<file path="config.mk">
export PLATFORM = sky130hd
export DESIGN_NAME = dust_sensor_frame_density_flat
export DESIGN_NICKNAME = d
export VERILOG_FILES = /design/src/rtl/dsfd_pkg.sv /design/src/rtl/dsfd_if.sv /design/src/rtl/dsfd_dp.sv /design/src/rtl/dsfd_ctrl.sv /design/src/rtl/dust_sensor_frame_density.sv /design/src/flat_wrapper.sv
export SDC_FILE = /design/constraint.sdc
export NUM_CORES = 1
export LEC_CHECK = 0
export BUFFER_PORTS_ARGS = -buffer_cell sky130_fd_sc_hd__buf_4
export CAP_MARGIN = 0
export CORE_MARGIN = 2
export CORE_UTILIZATION = 40
export DETAILED_ROUTE_END_ITERATION = 16
export GPL_TIMING_DRIVEN = 0
export SYNTH_ARGS = -nofsm -noshare
export SYNTH_HDL_FRONTEND = slang
export SYNTH_HIERARCHICAL = 1
export SYNTH_SLANG_ARGS = --single-unit
</file>
<file path="constraint.sdc">
create_clock -name i_clk -period 20.5 [get_ports i_clk]
set_input_delay 3.075 -clock i_clk [delete_from_list [all_inputs] [get_ports i_clk]]
set_output_delay 3.075 -clock i_clk [all_outputs]
set_load 0.01 [all_outputs]
</file>
<file path="src/rtl/dsfd_pkg.sv">
package dsfd_pkg;

    localparam int BYTE_W     = 8;
    localparam int WIN_DEPTH  = 6;
    localparam int RAW_W      = 16;
    localparam int MV_W       = 18;
    localparam int DENS_W     = 16;
    localparam int COEF_W     = 12;
    localparam int NUM_RANGES = 14;

    // raw * 625 needs 16 + 10 bits
    localparam int MV_PROD_W  = RAW_W + 10;
    localparam int MV_SHIFT   = 8;
    localparam logic [MV_PROD_W-1:0] MV_SCALE = MV_PROD_W'(625);

    // raw * coef, then * 5 and >> 11
    localparam int DPROD_W    = RAW_W + COEF_W;
    localparam int DX5_W      = DPROD_W + 3;
    localparam int DENS_SHIFT = 11;
    localparam int DQ_W       = DX5_W - DENS_SHIFT;
    localparam logic [DENS_W-1:0] DENS_MAX = '1;

    localparam logic [BYTE_W-1:0] START_MARK = 8'hAA;
    localparam logic [BYTE_W-1:0] STOP_MARK  = 8'hFF;

    localparam logic [COEF_W-1:0] COEF_TABLE [NUM_RANGES] = '{
        12'd200,  12'd400,  12'd600,  12'd750,  12'd900,  12'd1000, 12'd1250,
        12'd1400, 12'd1700, 12'd1800, 12'd1900, 12'd2000, 12'd2200, 12'd3000
    };

    // inclusive upper bound of each range except the last
    localparam logic [BYTE_W-1:0] RANGE_TOP [NUM_RANGES-1] = '{
        8'd45, 8'd48, 8'd51, 8'd54, 8'd58, 8'd64, 8'd70,
        8'd75, 8'd80, 8'd85, 8'd90, 8'd100, 8'd110
    };

    typedef enum logic [2:0] {
        S_IDLE,
        S_MV,
        S_DENS,
        S_SAT,
        S_OUT
    } t_state;

    typedef struct packed {
        logic shift;
        logic load_mv;
        logic load_prod;
        logic load_out;
    } t_dp_cmd;

    typedef struct packed {
        logic frame_hit;
    } t_dp_stat;

    // first matching range wins
    function automatic logic [COEF_W-1:0] coef_lookup(input logic [BYTE_W-1:0] v);
        logic [COEF_W-1:0] c;
        c = COEF_TABLE[NUM_RANGES-1];
        for (int k = NUM_RANGES - 2; k >= 0; k--) begin
            if (v <= RANGE_TOP[k]) begin
                c = COEF_TABLE[k];
            end
        end
        return c;
    endfunction

endpackage

</file>
<file path="src/rtl/dsfd_if.sv">
interface dsfd_in_if;
    import dsfd_pkg::*;

    logic              valid;
    logic              ready;
    logic [BYTE_W-1:0] rx_byte;

    modport source (output valid, output rx_byte, input ready);
    modport sink   (input valid, input rx_byte, output ready);
endinterface

interface dsfd_out_if;
    import dsfd_pkg::*;

    logic              valid;
    logic              ready;
    logic              frame_ok;
    logic [DENS_W-1:0] density;
    logic [MV_W-1:0]   millivolts;

    modport source (output valid, output frame_ok, output density, output millivolts,
                    input ready);
    modport sink   (input valid, input frame_ok, input density, input millivolts,
                    output ready);
endinterface

</file>
<file path="src/rtl/dsfd_dp.sv">
module dsfd_dp (
    input  logic                      i_clk,
    input  logic                      i_rst_n,
    input  dsfd_pkg::t_dp_cmd         i_cmd,
    output dsfd_pkg::t_dp_stat        o_stat,
    input  logic [dsfd_pkg::BYTE_W-1:0] i_rx_byte,
    output logic                      o_frame_ok,
    output logic [dsfd_pkg::DENS_W-1:0] o_density,
    output logic [dsfd_pkg::MV_W-1:0] o_millivolts
);
    import dsfd_pkg::*;

    logic [BYTE_W-1:0]    r_win [WIN_DEPTH];
    logic [RAW_W-1:0]     r_raw;
    logic                 r_sum_ok;
    logic [MV_W-1:0]      r_mv;
    logic [DPROD_W-1:0]   r_prod;
    logic                 r_ok;
    logic [DENS_W-1:0]    r_dens;
    logic [MV_W-1:0]      r_mv_out;

    logic [BYTE_W-1:0]    n_sum;
    logic [MV_PROD_W-1:0] n_mv_prod;
    logic [DPROD_W-1:0]   n_prod;
    logic [DX5_W-1:0]     n_x5;
    logic [DQ_W-1:0]      n_q;
    logic [DENS_W-1:0]    n_dens;

    assign o_stat.frame_hit = (i_rx_byte == STOP_MARK) && (r_win[0] == START_MARK);

    always_comb begin
        n_sum     = r_win[1] + r_win[2] + r_win[3] + r_win[4];
        n_mv_prod = MV_PROD_W'(r_raw) * MV_SCALE;
        n_prod    = DPROD_W'(r_raw) * DPROD_W'(coef_lookup(r_mv[BYTE_W-1:0]));
        n_x5      = DX5_W'(r_prod) + {1'b0, r_prod, 2'b00};
        n_q       = n_x5[DX5_W-1:DENS_SHIFT];
        n_dens    = (n_q > DQ_W'(DENS_MAX)) ? DENS_MAX : n_q[DENS_W-1:0];
    end

    // byte window, oldest in entry 0
    always_ff @(posedge i_clk) begin
        if (!i_rst_n) begin
            for (int k = 0; k < WIN_DEPTH; k++) begin
                r_win[k] <= '0;
            end
        end else if (i_cmd.shift) begin
            for (int k = 0; k < WIN_DEPTH - 1; k++) begin
                r_win[k] <= r_win[k+1];
            end
            r_win[WIN_DEPTH-1] <= i_rx_byte;
        end
    end

    always_ff @(posedge i_clk) begin
        if (i_cmd.shift) begin
            r_raw    <= {r_win[1], r_win[2]};
            r_sum_ok <= (n_sum == r_win[5]);
        end
        if (i_cmd.load_mv) begin
            r_mv <= n_mv_prod[MV_SHIFT +: MV_W];
        end
        if (i_cmd.load_prod) begin
            r_prod <= n_prod;
        end
        if (i_cmd.load_out) begin
            r_ok     <= r_sum_ok;
            r_dens   <= r_sum_ok ? n_dens : '0;
            r_mv_out <= r_sum_ok ? r_mv : '0;
        end
    end

    assign o_frame_ok   = r_ok;
    assign o_density    = r_dens;
    assign o_millivolts = r_mv_out;

endmodule

</file>
<file path="src/rtl/dsfd_ctrl.sv">
module dsfd_ctrl (
    input  logic                i_clk,
    input  logic                i_rst_n,
    input  logic                i_in_valid,
    output logic                o_in_ready,
    output logic                o_out_valid,
    input  logic                i_out_ready,
    input  dsfd_pkg::t_dp_stat  i_stat,
    output dsfd_pkg::t_dp_cmd   o_cmd
);
    import dsfd_pkg::*;

    t_state r_state;
    t_state n_state;
    logic   in_xfer;

    always_ff @(posedge i_clk) begin
        if (!i_rst_n) begin
            r_state <= S_IDLE;
        end else begin
            r_state <= n_state;
        end
    end

    always_comb begin
        n_state         = r_state;
        o_in_ready      = 1'b0;
        o_out_valid     = 1'b0;
        o_cmd           = '0;
        in_xfer         = 1'b0;
        case (r_state)
            S_IDLE: begin
                o_in_ready = 1'b1;
                in_xfer    = i_in_valid;
                o_cmd.shift = in_xfer;
                if (in_xfer && i_stat.frame_hit) begin
                    n_state = S_MV;
                end
            end
            S_MV: begin
                o_cmd.load_mv = 1'b1;
                n_state       = S_DENS;
            end
            S_DENS: begin
                o_cmd.load_prod = 1'b1;
                n_state         = S_SAT;
            end
            S_SAT: begin
                o_cmd.load_out = 1'b1;
                n_state        = S_OUT;
            end
            S_OUT: begin
                o_out_valid = 1'b1;
                if (i_out_ready) begin
                    n_state = S_IDLE;
                end
            end
            default: begin
                n_state = S_IDLE;
            end
        endcase
    end

    a_hit_starts: assert property (@(posedge i_clk) disable iff (!i_rst_n)
        (in_xfer && i_stat.frame_hit) |=> (r_state == S_MV))
        else $error("frame completion did not start the computation");

    a_miss_stays: assert property (@(posedge i_clk) disable iff (!i_rst_n)
        (in_xfer && !i_stat.frame_hit) |=> (r_state == S_IDLE))
        else $error("non-frame byte left idle");

    a_out_after_load: assert property (@(posedge i_clk) disable iff (!i_rst_n)
        o_cmd.load_out |=> o_out_valid)
        else $error("loaded result not presented");

    a_no_shift_busy: assert property (@(posedge i_clk) disable iff (!i_rst_n)
        o_cmd.shift |-> (o_in_ready && !o_out_valid))
        else $error("window shifted while busy");

endmodule

</file>
<file path="src/rtl/dust_sensor_frame_density.sv">
// Dust sensor frame decoder.
//
// i_in carries one received UART byte per transfer (rx_byte). The block keeps
// the last six bytes; when a 0xFF byte arrives and the byte six places earlier
// is 0xAA, the seven bytes form a frame and one result goes out on o_out:
// frame_ok, density and millivolts. Rejected frames (checksum mismatch) give
// frame_ok = 0 with zero density and millivolts. Other bytes give no result.
//
// Timing: a byte that completes no frame leaves the controller idle, ready for
// the next byte. A frame byte is followed by the compute steps (millivolt
// multiply, coefficient multiply, scale and saturate) in states S_MV, S_DENS and
// S_SAT; then the result sits in the output register and valid rises in S_OUT.
// The input is held off (ready low) from the frame byte's transfer until the
// result is taken, and the next byte is accepted after that.
//
// A stalled receiver holds the result and the input stays blocked until the
// result transfer. Reset (synchronous, active low) clears the window to zeros
// and returns the controller to idle; no frame completes before six bytes.
module dust_sensor_frame_density (
    input  logic        i_clk,
    input  logic        i_rst_n,
    dsfd_in_if.sink     i_in,
    dsfd_out_if.source  o_out
);
    import dsfd_pkg::*;

    t_dp_cmd  cmd;
    t_dp_stat stat;
    logic     in_ready;
    logic     out_valid;

    // sequence the decode: shift, two multiplies, saturate, hand off
    dsfd_ctrl u_ctrl (
        .i_clk       (i_clk),
        .i_rst_n     (i_rst_n),
        .i_in_valid  (i_in.valid),
        .o_in_ready  (in_ready),
        .o_out_valid (out_valid),
        .i_out_ready (o_out.ready),
        .i_stat      (stat),
        .o_cmd       (cmd)
    );

    // byte window, frame check and fixed-point arithmetic
    dsfd_dp u_dp (
        .i_clk        (i_clk),
        .i_rst_n      (i_rst_n),
        .i_cmd        (cmd),
        .o_stat       (stat),
        .i_rx_byte    (i_in.rx_byte),
        .o_frame_ok   (o_out.frame_ok),
        .o_density    (o_out.density),
        .o_millivolts (o_out.millivolts)
    );

    assign i_in.ready  = in_ready;
    assign o_out.valid = out_valid;

    // a rejected frame must carry zero payload
    a_reject_zero: assert property (@(posedge i_clk) disable iff (!i_rst_n)
        (out_valid && !o_out.frame_ok) |-> (o_out.density == '0 && o_out.millivolts == '0))
        else $error("rejected frame with nonzero payload");

    // the input side stays closed while a result waits
    a_block_on_result: assert property (@(posedge i_clk) disable iff (!i_rst_n)
        out_valid |-> !in_ready)
        else $error("input open while result pending");

endmodule
</file>
<file path="src/flat_wrapper.sv">
// flat-port wrapper written by rule: the top's interface ports become plain ports
module dust_sensor_frame_density_flat import dsfd_pkg::*;
  (i_clk, i_rst_n, i_in_valid, i_in_rx_byte, i_in_ready, o_out_valid, o_out_frame_ok, o_out_density, o_out_millivolts, o_out_ready);
  dsfd_in_if i_in_i ();
  dsfd_out_if o_out_i ();
  input  logic i_clk;
  input  logic i_rst_n;
  input wire logic [$bits(i_in_i.valid)-1:0] i_in_valid;
  input wire logic [$bits(i_in_i.rx_byte)-1:0] i_in_rx_byte;
  output wire logic [$bits(i_in_i.ready)-1:0] i_in_ready;
  output wire logic [$bits(o_out_i.valid)-1:0] o_out_valid;
  output wire logic [$bits(o_out_i.frame_ok)-1:0] o_out_frame_ok;
  output wire logic [$bits(o_out_i.density)-1:0] o_out_density;
  output wire logic [$bits(o_out_i.millivolts)-1:0] o_out_millivolts;
  input wire logic [$bits(o_out_i.ready)-1:0] o_out_ready;
  assign i_in_i.valid = i_in_valid;
  assign i_in_i.rx_byte = i_in_rx_byte;
  assign i_in_ready = i_in_i.ready;
  assign o_out_valid = o_out_i.valid;
  assign o_out_frame_ok = o_out_i.frame_ok;
  assign o_out_density = o_out_i.density;
  assign o_out_millivolts = o_out_i.millivolts;
  assign o_out_i.ready = o_out_ready;
  dust_sensor_frame_density u_core (.i_clk(i_clk), .i_rst_n(i_rst_n), .i_in(i_in_i), .o_out(o_out_i));
endmodule
</file>
==> flow_summary_export.csv, run 1 <==
group,metric,value,unit
outcome,status,"finished clean",
timing,min_period,8.94,ns
timing,max_freq,0.112,GHz
placed_design,place_congestion,0.907,
clock_network,htreeDepth,4,
critical_path,cp_slowest_stage_delay,0.59,ns
timing,setup_viol,0,
critical_path,slowest_stage,"nor2_1",
synth,ys_types,60,
timing,rsz0062_at_grt,"false",
timing,hold_viol,0,
cells_and_area,area_delta_synth_final,11.3,%
detailed_routing,vias,10100,
clock_network,cts_buffers,17,
pwr,powerDensity,86.5,nW/um2
pwr,peakVddDrop,0.0666,mV
critical_path,path_buf_inv,3,
pwr,p_int,875,uW
global_route,antenna_found_initial,0,
detailed_routing,vias_per_cell,4.94,
global_route,grtUsageTotal,17.3,%
cells_and_area,diodes,0,
synth,synthCells,1440,
synth,synth_warnings,6,
placed_design,dpl_cell_area,16200,um2
clock_network,cts_hold_buf,0,
die,row_count,71,
critical_path,cp.arrival,9.15,ns
detailed_routing,drtAntennaViolNets,0,
critical_path,worstPathRequired,20.71,ns
pwr,p_clk_share,22.4,%
critical_path,critPathCaptureType,"flip-flop",
timing,relSlewSlack,34.3,%
die,die_width,198,um
pwr,seq_power_share,27.3,%
die,core-area,37400,um2
synth,synth-main-ff-cell,"edfxtp_1",
synth,synth-seq-area-share,29.3,%
global_route,grt_pass1_wl,52.5,mm
global_route,grt_pass1_vias,10200,
global_route,overflow,0,
detailed_routing,drc,0,
synth,synth_edf_count,145,
timing,skew,0.0130,ns
global_route,grt_max_degree,36,
synth,synth_top_area_share,28.9,%
pwr,p_sw,575,uW
critical_path,cp.depth,25,
detailed_routing,drtPass1Iterations,5,
critical_path,critPathKind,"reg2reg",
clock_network,cts.reportedPaths.clkPinSlew,0.08,ns
synth,mappedNetlistNets,1801,
clock_network,cts_setup_buffers,0,
clock_network,ctsResizeCount,0,
cells_and_area,nFillCells,3519,
die,die_area,39300,um2
timing,fin_setup_tns,0,ns
clock_network,clock_path_buffers,2,
critical_path,path_delay_family,"compound AO/OA/AOI/OAI gates",
placed_design,io_buffers,48,
synth,synth_area_leaders,"edfxtp_1 (29%), fa_1 (23%), ha_1 (15%), inv_1 (6.5%), xnor2_1 (3.1%)",
synth,synth.avg_cell_area,10.5,um2
critical_path,r2r.worst_path.cells,25,
cells_and_area,utilization,44.8,%
clock_network,numClockSinks,148,
clock_network,cts_tree,"yes",
cells_and_area,postLayoutCellArea,16800,um2
synth,synth.ff_latch_count,148,
detailed_routing,routed_wl,31.2,mm
critical_path,critPathLaunchType,"flip-flop",
pwr,p_leak,0.00791,uW
die,die_h,198,um
cells_and_area,drive_above_1_share,7.28,%
hold_path,whs_path_depth,0,
pwr,p_comb_share,50.3,%
placed_design,hpwl,25.2,mm
clock_network,root_buffer,"clkbuf_16",
timing,tightestPinTransition,0.975,ns
cells_and_area,nets,1873,
die,start_util,40.3,%
synth,async_flop_share,0,%
critical_path,crit_top_cell,"fa_1",
timing,finalCritPeriodShare,43.6,%
run,maxCapViolCount,0,
synth,yosys.area.top_type,"edfxtp_1",
die,num_io_pins,49,
synth,netlist_area,15100,um2
clock_network,insertion_delay,0.46,ns
timing,final_max_slew_viol_count,0,
detailed_routing,drt_iter0_markers,486,
critical_path,crit_fanout,10,
detailed_routing,wire_per_inst,15.3,um
pwr,switching_share,39.6,%
hold_path,hold_path.class,"reg2reg",
-- per-layer routing --
layer / up-vias / share of wire, % / global-route usage, %
li1: 4896 / - / -
met1: 4932 / 45 / 22.4
met2: 194 / 49 / 29.3
met3: 35 / 3.8 / 3.12
met4: 0 / 2.1 / 5.40
met5: - / 0 / 0
-- power by group through the flow --
stage	Clock [uW]	Combinational [uW]	Sequential, uW
floorplan	0	594	398
finish	325	729	396
detailed placement	0	734	404
CTS	335	741	397
global route	345	851	398
global placement	0	718	404
-- final cells by class --
cell class                 count  area [um2]  area share, %
sequential                   148        4410           26.3
clock inverter                15         184           1.10
buffer                        50         208           1.24
tap                          511         639           3.81
timing repair buffer          53         434           2.59
clock buffer                  17         425           2.54
inverter                     260         976           5.82
multi-input combinational    982        9490           56.6
-- metrics by stage --
stage               cells  hold WS (ns)  total power, uW  setup WS [ns]
floorplan            1440         0.449              992          13.27
global placement     1999         0.482             1120          11.71
detailed placement   2004         0.496             1140          11.64
CTS                  2036         0.509             1470          11.62
global route         2036         0.532             1590          11.03
finish               2036         0.504             1450          11.56
-- Yosys cell counts (all sizes together) (4+ instances only) --
master / instances
a31oi: 9
a21o: 29
and3: 66
nand2b: 7
o21bai: 4
xnor2: 53
o21a: 24
a21oi: 57
nand3: 8
nor2b: 11
nand2: 121
buf: 4
and2: 73
nand4: 7
nor2: 43
clkbuf: 46
or2: 6
o21ai: 27
fa: 174
ha: 175
edfxtp: 145
nor3: 25
xor2: 17
inv: 260
-- cell usage in the layout (no fill, tap or decap), types with 7 or more instances in the layout --
cell type,count
buf_4,49
nor3_1,24
nand4_1,7
xnor2_1,53
a31oi_1,9
a21o_1,29
and3_1,66
nor2_1,43
ha_1,175
nor2b_1,11
edfxtp_1,145
clkbuf_16,17
nand3_1,8
clkbuf_1,46
a21oi_1,57
o21ai_0,24
nand2_1,121
xor2_1,17
and2_1,73
o21a_1,24
fa_1,174
inv_1,260
-- kinds of logic (layout without fill, tap and decap cells) --
family	Yosys count	in the layout	share of synthesized area, %
compound gates	182	182	8.02
buf+inv	310	395	7.85
flops	148	148	29.3
xor+xnor	70	70	4.07
fa+ha+maj	349	349	37.6
simple gates	381	381	13.1
-- flip-flops by register name (all words and copies together) (netlist names) --
name,flops
u_core/u_ctrl/r_state,3
u_core/u_dp/o_density,16
u_core/u_dp/o_frame_ok,1
u_core/u_dp/o_millivolts,18
u_core/u_dp/r_mv,18
u_core/u_dp/r_prod,27
u_core/u_dp/r_raw,16
u_core/u_dp/r_sum_ok,1
u_core/u_dp/r_win,48
-- final timing paths --
path                                               from                          endpoint  slack, ns
setup / recovery          u_core/u_dp/r_mv[3]$_DFFE_PP_  u_core/u_dp/r_prod[27]$_DFFE_PP_      11.56
hold / removal    u_core/u_dp/r_win[2][2]$_SDFFCE_PN0P_    u_core/u_dp/r_raw[2]$_DFFE_PP_       0.50
setup reg to reg          u_core/u_dp/r_mv[3]$_DFFE_PP_  u_core/u_dp/r_prod[27]$_DFFE_PP_      11.56
hold reg to reg   u_core/u_dp/r_win[2][2]$_SDFFCE_PN0P_    u_core/u_dp/r_raw[2]$_DFFE_PP_       0.50
Note: power is estimated with default switching activity, not from simulation.
==> run 2: changes to the inputs <==
clock period = 7.87 ns   (was 20.5 ns; I/O delays follow)
==> run 2 against run 1 <==
Against the previous run:
- maximum frequency is 21% higher
- sequential share of layout area fell by 0.29 points
- power grew to 2.6 times the previous value
- setup slack got worse by 11 ns
- combinational power grew to 2.7 times the previous value
- largest power group unchanged
- clock-buffer cell count unchanged
- global-route usage barely moved
- critical endpoint is now u_core/u_dp/r_prod[26]$_DFFE_PP_
- routed wire length is 0.84% higher
- cell area increased by 1.1%
- sequential power grew to 2.6 times the previous value
- clock skew about the same
==> flow_summary_export.csv, run 2 (synthesis gave the netlist of run 1 again) <==
group,metric,value,unit
outcome,status,"finished clean",
timing,max_freq,0.135,GHz
cells_and_area,largest_reg_flops,48,
pwr,powerDensity,225,nW/um2
clock_network,cts_tree,"yes",
clock_network,clock_path_buffers,2,
clock_network,numClockSinks,148,
detailed_routing,drt_iter0_markers,442,
critical_path,cp.arrival,7.64,ns
die,die_area,39300,um2
detailed_routing,wl_met2,15.5,mm
critical_path,critPathLaunchType,"flip-flop",
pwr,seq_power_share,27.1,%
critical_path,slowest_stage,"fa_1",
timing,final_max_slew_viol_count,0,
clock_network,htreeDepth,4,
pwr,peakVddDrop,0.174,mV
detailed_routing,vias_per_cell,4.93,
cells_and_area,diodes,0,
cells_and_area,layout_commonest_cell,"inv_1",
timing,hold_viol,0,
global_route,grt_pass1_vias,10200,
die,die_h,198,um
hold_path,hold_path.class,"reg2reg",
timing,relSlewSlack,33.6,%
global_route,grt_pass1_wl,52.5,mm
detailed_routing,drtPass1Iterations,4,
placed_design,io_buffers,48,
die,start_util,40.3,%
pwr,p_comb_share,50.8,%
cells_and_area,reg.largest.list,"u_core/u_dp/r_win: 48 flops, u_core/u_dp/r_prod: 27 flops",
cells_and_area,mostFrequentLayoutCells,"inv_1 (260), ha_1 (175), fa_1 (174), edfxtp_1 (145), nand2_1 (120)",
detailed_routing,met3_length,972,um
global_route,antenna_found_initial,0,
clock_network,root_buffer,"clkbuf_16",
critical_path,worstPathRequired,8.08,ns
pwr,p_clk_share,22.2,%
critical_path,r2r.worst_path.cells,28,
pwr,p_leak,0.00800,uW
pwr,total_power,3810,uW
placed_design,place_congestion,0.907,
detailed_routing,top_layer,"met4",
critical_path,crit_fanout,10,
timing,setup_viol,0,
pwr,switching_share,40.0,%
placed_design,hpwl,25.2,mm
detailed_routing,vias,10100,
global_route,overflow,0,
timing,skew,0.0125,ns
clock_network,cts_buffers,17,
cells_and_area,nFillCells,3508,
critical_path,crit_top_cell,"fa_1",
clock_network,cts_hold_buf,0,
cells_and_area,area_delta_synth_final,12.5,%
die,num_io_pins,49,
global_route,grt_max_degree,36,
hold_path,whs_path_depth,0,
detailed_routing,drc,0,
pwr,p_sw,1530,uW
critical_path,cp_slowest_stage_delay,0.57,ns
clock_network,cts.reportedPaths.clkPinSlew,0.08,ns
run,maxCapViolCount,0,
timing,finalCritPeriodShare,94.3,%
cells_and_area,postLayoutCellArea,17000,um2
detailed_routing,routed_wl,31.4,mm
timing,min_period,7.42,ns
detailed_routing,wl_met1,14.3,mm
detailed_routing,drtAntennaViolNets,0,
die,row_count,71,
critical_path,critPathKind,"reg2reg",
die,core-area,37400,um2
detailed_routing,wire_per_inst,15.4,um
critical_path,critPathCaptureType,"flip-flop",
timing,tightestPinTransition,0.991,ns
cells_and_area,nets,1875,
cells_and_area,largest-register,"u_core/u_dp/r_win",
cells_and_area,drive_above_1_share,9.43,%
clock_network,insertion_delay,0.46,ns
global_route,grtUsageTotal,17.3,%
placed_design,dpl_cell_area,16200,um2
pwr,p_int,2290,uW
die,die_width,198,um
## run 2: power by group through the flow
stage               sequential (uW)  clock (uW)  combinational [uW]
floorplan                      1040           0                1550
global placement               1050           0                1870
detailed placement             1050           0                1910
CTS                            1030         871                1930
global route                   1040         898                2250
finish                         1030         846                1940
## run 2: final timing paths
kind,from,to,slack (ns)
max,u_core/u_dp/r_mv[6]$_DFFE_PP_,u_core/u_dp/r_prod[26]$_DFFE_PP_,0.45
min,u_core/u_dp/r_win[2][2]$_SDFFCE_PN0P_,u_core/u_dp/r_raw[2]$_DFFE_PP_,0.51
max reg2reg,u_core/u_dp/r_mv[6]$_DFFE_PP_,u_core/u_dp/r_prod[26]$_DFFE_PP_,0.45
min reg2reg,u_core/u_dp/r_win[2][2]$_SDFFCE_PN0P_,u_core/u_dp/r_raw[2]$_DFFE_PP_,0.51
## run 2: what timing repair did
item / 4_1_cts / 5_1_grt
setup endpoints to repair: 11 / 7
gates resized for setup: 18 / 30
pin swaps: 0 / 3
setup buffers: 0 / 6
## run 2: worst max-delay path, delay by kind of cell (launching register included)
| family | cells | cell delay [ns] |
|---|---|---|
| fa+ha+maj | 6 | 2.80 |
| simple gates | 4 | 0.68 |
| compound gates | 12 | 2.46 |
| flops | 1 | 0.40 |
| buf+inv | 5 | 0.65 |
| xor+xnor | 1 | 0.14 |
## run 2: cell type report
type                       instances  area (um2)  area share (%)
buffer                            46         204            1.20
clock buffer                      17         425            2.51
clock inverter                    15         184            1.08
inverter                         260         976            5.76
multi-input combinational        982        9630            56.8
sequential                       148        4410            26.0
tap                              511         639            3.77
timing repair buffer              59         479            2.83
## run 2: per-layer routing
| layer | vias up | global-route usage, % |
|---|---|---|
| li1 | 4898 | - |
| met1 | 4958 | 22.3 |
| met2 | 159 | 29.4 |
| met3 | 37 | 3.15 |
| met4 | 0 | 5.24 |
| met5 | - | 0 |
## run 2: stage by stage
step	worst slack [ns]	hold slack, ns	std cells	utilization, %	TNS, ns
2_1_floorplan	0.638	0.449	1440	-	0
3_3_place_gp	-0.921	0.482	1999	43.0	-5.05
3_5_place_dp	-0.988	0.496	2004	43.2	-5.55
4_1_cts	0.0103	0.509	2033	45.0	0
5_1_grt	-0.0428	0.532	2038	45.3	-0.0428
6_report	0.448	0.506	2038	45.3	0
==> run 3: changes to the inputs <==
CAP_MARGIN = not set   (was 0)
CORE_UTILIZATION = 45   (was 40)
==> run 3 against run 2 <==
Against the previous run:
- clock power hardly changed
- die area is 11% lower
- critical path depth is 3 lower
- non-clock buffer count is 7 lower
- largest cell class unchanged
==> flow_summary_export.csv, run 3 (synthesis gave the netlist of run 1 again) <==
group,metric,value,unit
critical_path,r2r-start,"u_core/u_dp/r_mv[3]$_DFFE_PP_",
clock_network,htreeDepth,4,
clock_network,cts_tree,"yes",
global_route,grt_pass1_wl,52.8,mm
cells_and_area,mostFrequentLayoutCells,"inv_1 (260), ha_1 (175), fa_1 (174), edfxtp_1 (145), nand2_1 (120)",
die,core-area,33300,um2
critical_path,critPathCaptureType,"flip-flop",
global_route,grt_max_degree,39,
cells_and_area,reg.largest.list,"u_core/u_dp/r_win: 48 flops, u_core/u_dp/r_prod: 27 flops",
cells_and_area,fin_cells,1968,
cells_and_area,diodes,0,
detailed_routing,drtPass1Iterations,5,
detailed_routing,wl_met2,15.3,mm
detailed_routing,drc,0,
cells_and_area,area_delta_synth_final,11.2,%
clock_network,insertion_delay,0.45,ns
cells_and_area,largest_reg_flops,48,
cells_and_area,drive_above_1_share,8.82,%
die,num_io_pins,49,
die,die_area,35000,um2
critical_path,critPathLaunchType,"flip-flop",
detailed_routing,vias_per_cell,5.12,
timing,max_freq,0.134,GHz
detailed_routing,drt_iter0_markers,543,
detailed_routing,top_layer,"met4",
critical_path,cp.arrival,7.65,ns
global_route,overflow,0,
critical_path,r2r_end,"u_core/u_dp/r_prod[27]$_DFFE_PP_",
placed_design,place_congestion,0.862,
global_route,grt_pass1_vias,10400,
pwr,powerDensity,227,nW/um2
detailed_routing,met3_length,1.21,mm
placed_design,io_buffers,48,
cells_and_area,largest-register,"u_core/u_dp/r_win",
timing,finalCritPeriodShare,94.7,%
hold_path,hp-start,"u_core/u_dp/r_win[2][7]$_SDFFCE_PN0P_",
global_route,antenna_found_initial,0,
clock_network,cts_hold_buf,0,
die,die_width,187,um
timing,rsz0062_at_grt,"false",
placed_design,dp.cells,1940,
timing,setup_viol,0,
critical_path,critPathKind,"reg2reg",
detailed_routing,drtAntennaViolNets,0,
cells_and_area,nFillCells,3037,
placed_design,hpwl,25.7,mm
timing,worst_hold_slack,0.507,ns
outcome,status,"finished clean",
hold_path,hold_path.class,"reg2reg",
critical_path,worstPathRequired,8.06,ns
cells_and_area,nets,1868,
clock_network,cts.reportedPaths.clkPinSlew,0.07,ns
timing,skew,0.0142,ns
pwr,peakVddDrop,0.153,mV
critical_path,r2r.worst_path.cells,25,
detailed_routing,routed_wl,31.5,mm
run,maxCapViolCount,0,
clock_network,clock_path_buffers,2,
detailed_routing,wl_met1,14.4,mm
cells_and_area,layout_commonest_cell,"inv_1",
die,row_count,67,
die,start_util,45.3,%
cells_and_area,register_area,4410,um2
critical_path,r2r_slack,0.42,ns
die,die_h,187,um
clock_network,cts_buffers,17,
hold_path,whs_path_depth,0,
cells_and_area,multiInputGateArea,9580,um2
clock_network,numClockSinks,148,
hold_path,hold_path_end,"u_core/u_dp/r_raw[7]$_DFFE_PP_",
timing,final_max_slew_viol_count,0,
detailed_routing,vias,10100,
pwr,p_leak,0.00796,uW
pwr,total_power,3810,uW
timing,min_period,7.45,ns
clock_network,root_buffer,"clkbuf_16",
global_route,grtUsageTotal,19.2,%
critical_path,crit_fanout,10,
detailed_routing,wire_per_inst,16.0,um
timing,hold_viol,0,
timing,tightestPinTransition,1.04,ns
timing,relSlewSlack,30.5,%
==> run 3: changes by cell type in the layout (fill, tap and decap cells not counted), moves of 2 or more <==
cell,change
clkinv_8,-3
o21ai_2,-2
o21ai_1,+2
a21oi_4,-2
clkinvlp_4,-2
a21oi_1,+2
buf_4,-6
==> run 3: worst max-delay path: stages (launching register included) <==
cell and delay (ns):
edfxtp_1 0.48, nor4_4 0.36, nand2_1 0.11, a21oi_2 0.38, o21ai_2 0.23, a21oi_1 0.25
nor2_2 0.13, nor2_4 0.27, nand2_1 0.13, fa_1 0.56, inv_1 0.05, fa_1 0.47
fa_1 0.52, fa_1 0.54, inv_1 0.05, fa_1 0.53, inv_1 0.04, ha_1 0.37
a2111o_1 0.41, o21ai_2 0.21, a311oi_2 0.16, a31oi_2 0.25, o21ai_2 0.13, a211o_1 0.28
a21oi_1 0.17, xnor2_1 0.09
==> run 3: layout make-up <==
cell class / count / area share, %
Multi-Input combinational cell: 982 / 57.2
Sequential cell: 148 / 26.3
Inverter: 260 / 5.82
Tap cell: 448 / 3.34
Clock buffer: 17 / 2.54
Timing Repair Buffer: 52 / 2.47
Buffer: 46 / 1.24
Clock inverter: 15 / 1.10
==> run 3: worst max path at each step <==
stage	slack, ns	start	cells after the start	endpoint
final	0.42	u_core/u_dp/r_mv[3]$_DFFE_PP_	25	u_core/u_dp/r_prod[27]$_DFFE_PP_
after global routing	0.01	u_core/u_dp/r_mv[3]$_DFFE_PP_	26	u_core/u_dp/r_prod[27]$_DFFE_PP_
after CTS	0.02	u_core/u_dp/r_mv[3]$_DFFE_PP_	27	u_core/u_dp/r_prod[27]$_DFFE_PP_
after detailed placement	-1.13	u_core/u_dp/r_mv[3]$_DFFE_PP_	25	u_core/u_dp/r_prod[27]$_DFFE_PP_
after global placement	-0.98	u_core/u_dp/r_mv[3]$_DFFE_PP_	25	u_core/u_dp/r_prod[27]$_DFFE_PP_
after floorplan	0.64	u_core/u_dp/r_mv[3]$_DFFE_PP_	25	u_core/u_dp/r_prod[27]$_DFFE_PP_
==> run 3: report_power, final <==
part,switching (uW),leakage [uW],total (uW),internal (uW)
clock network,386,0.000301,843,457
registers,34.9,0.00145,1030,998
logic,1070,0.00621,1930,866
total,1490,0.00796,3810,2320
==> run 3: metal layers <==
metal	global-route usage, %	vias to the layer above
met5	0	-
met2	32.4	168
met1	25.4	4985
li1	-	4888
met4	5.77	0
met3	3.43	34
==> run 3: through the flow <==
stage               setup WS (ns)  setup TNS [ns]  instance area [um2]  utilization [%]
floorplan                   0.638               0                15100                -
global placement           -0.979           -5.73                16000             48.1
detailed placement          -1.13           -7.06                16100             48.3
CTS                        0.0232               0                16700             50.2
global route               0.0114               0                16800             50.4
finish                      0.415               0                16800             50.4
==> run 3: repair_timing <==
item / CTS / global route
pin swaps: 0 / 1
setup buffers: 0 / 0
setup endpoints to repair: 13 / 7
resized for setup: 21 / 20
cloned: 0 / 0
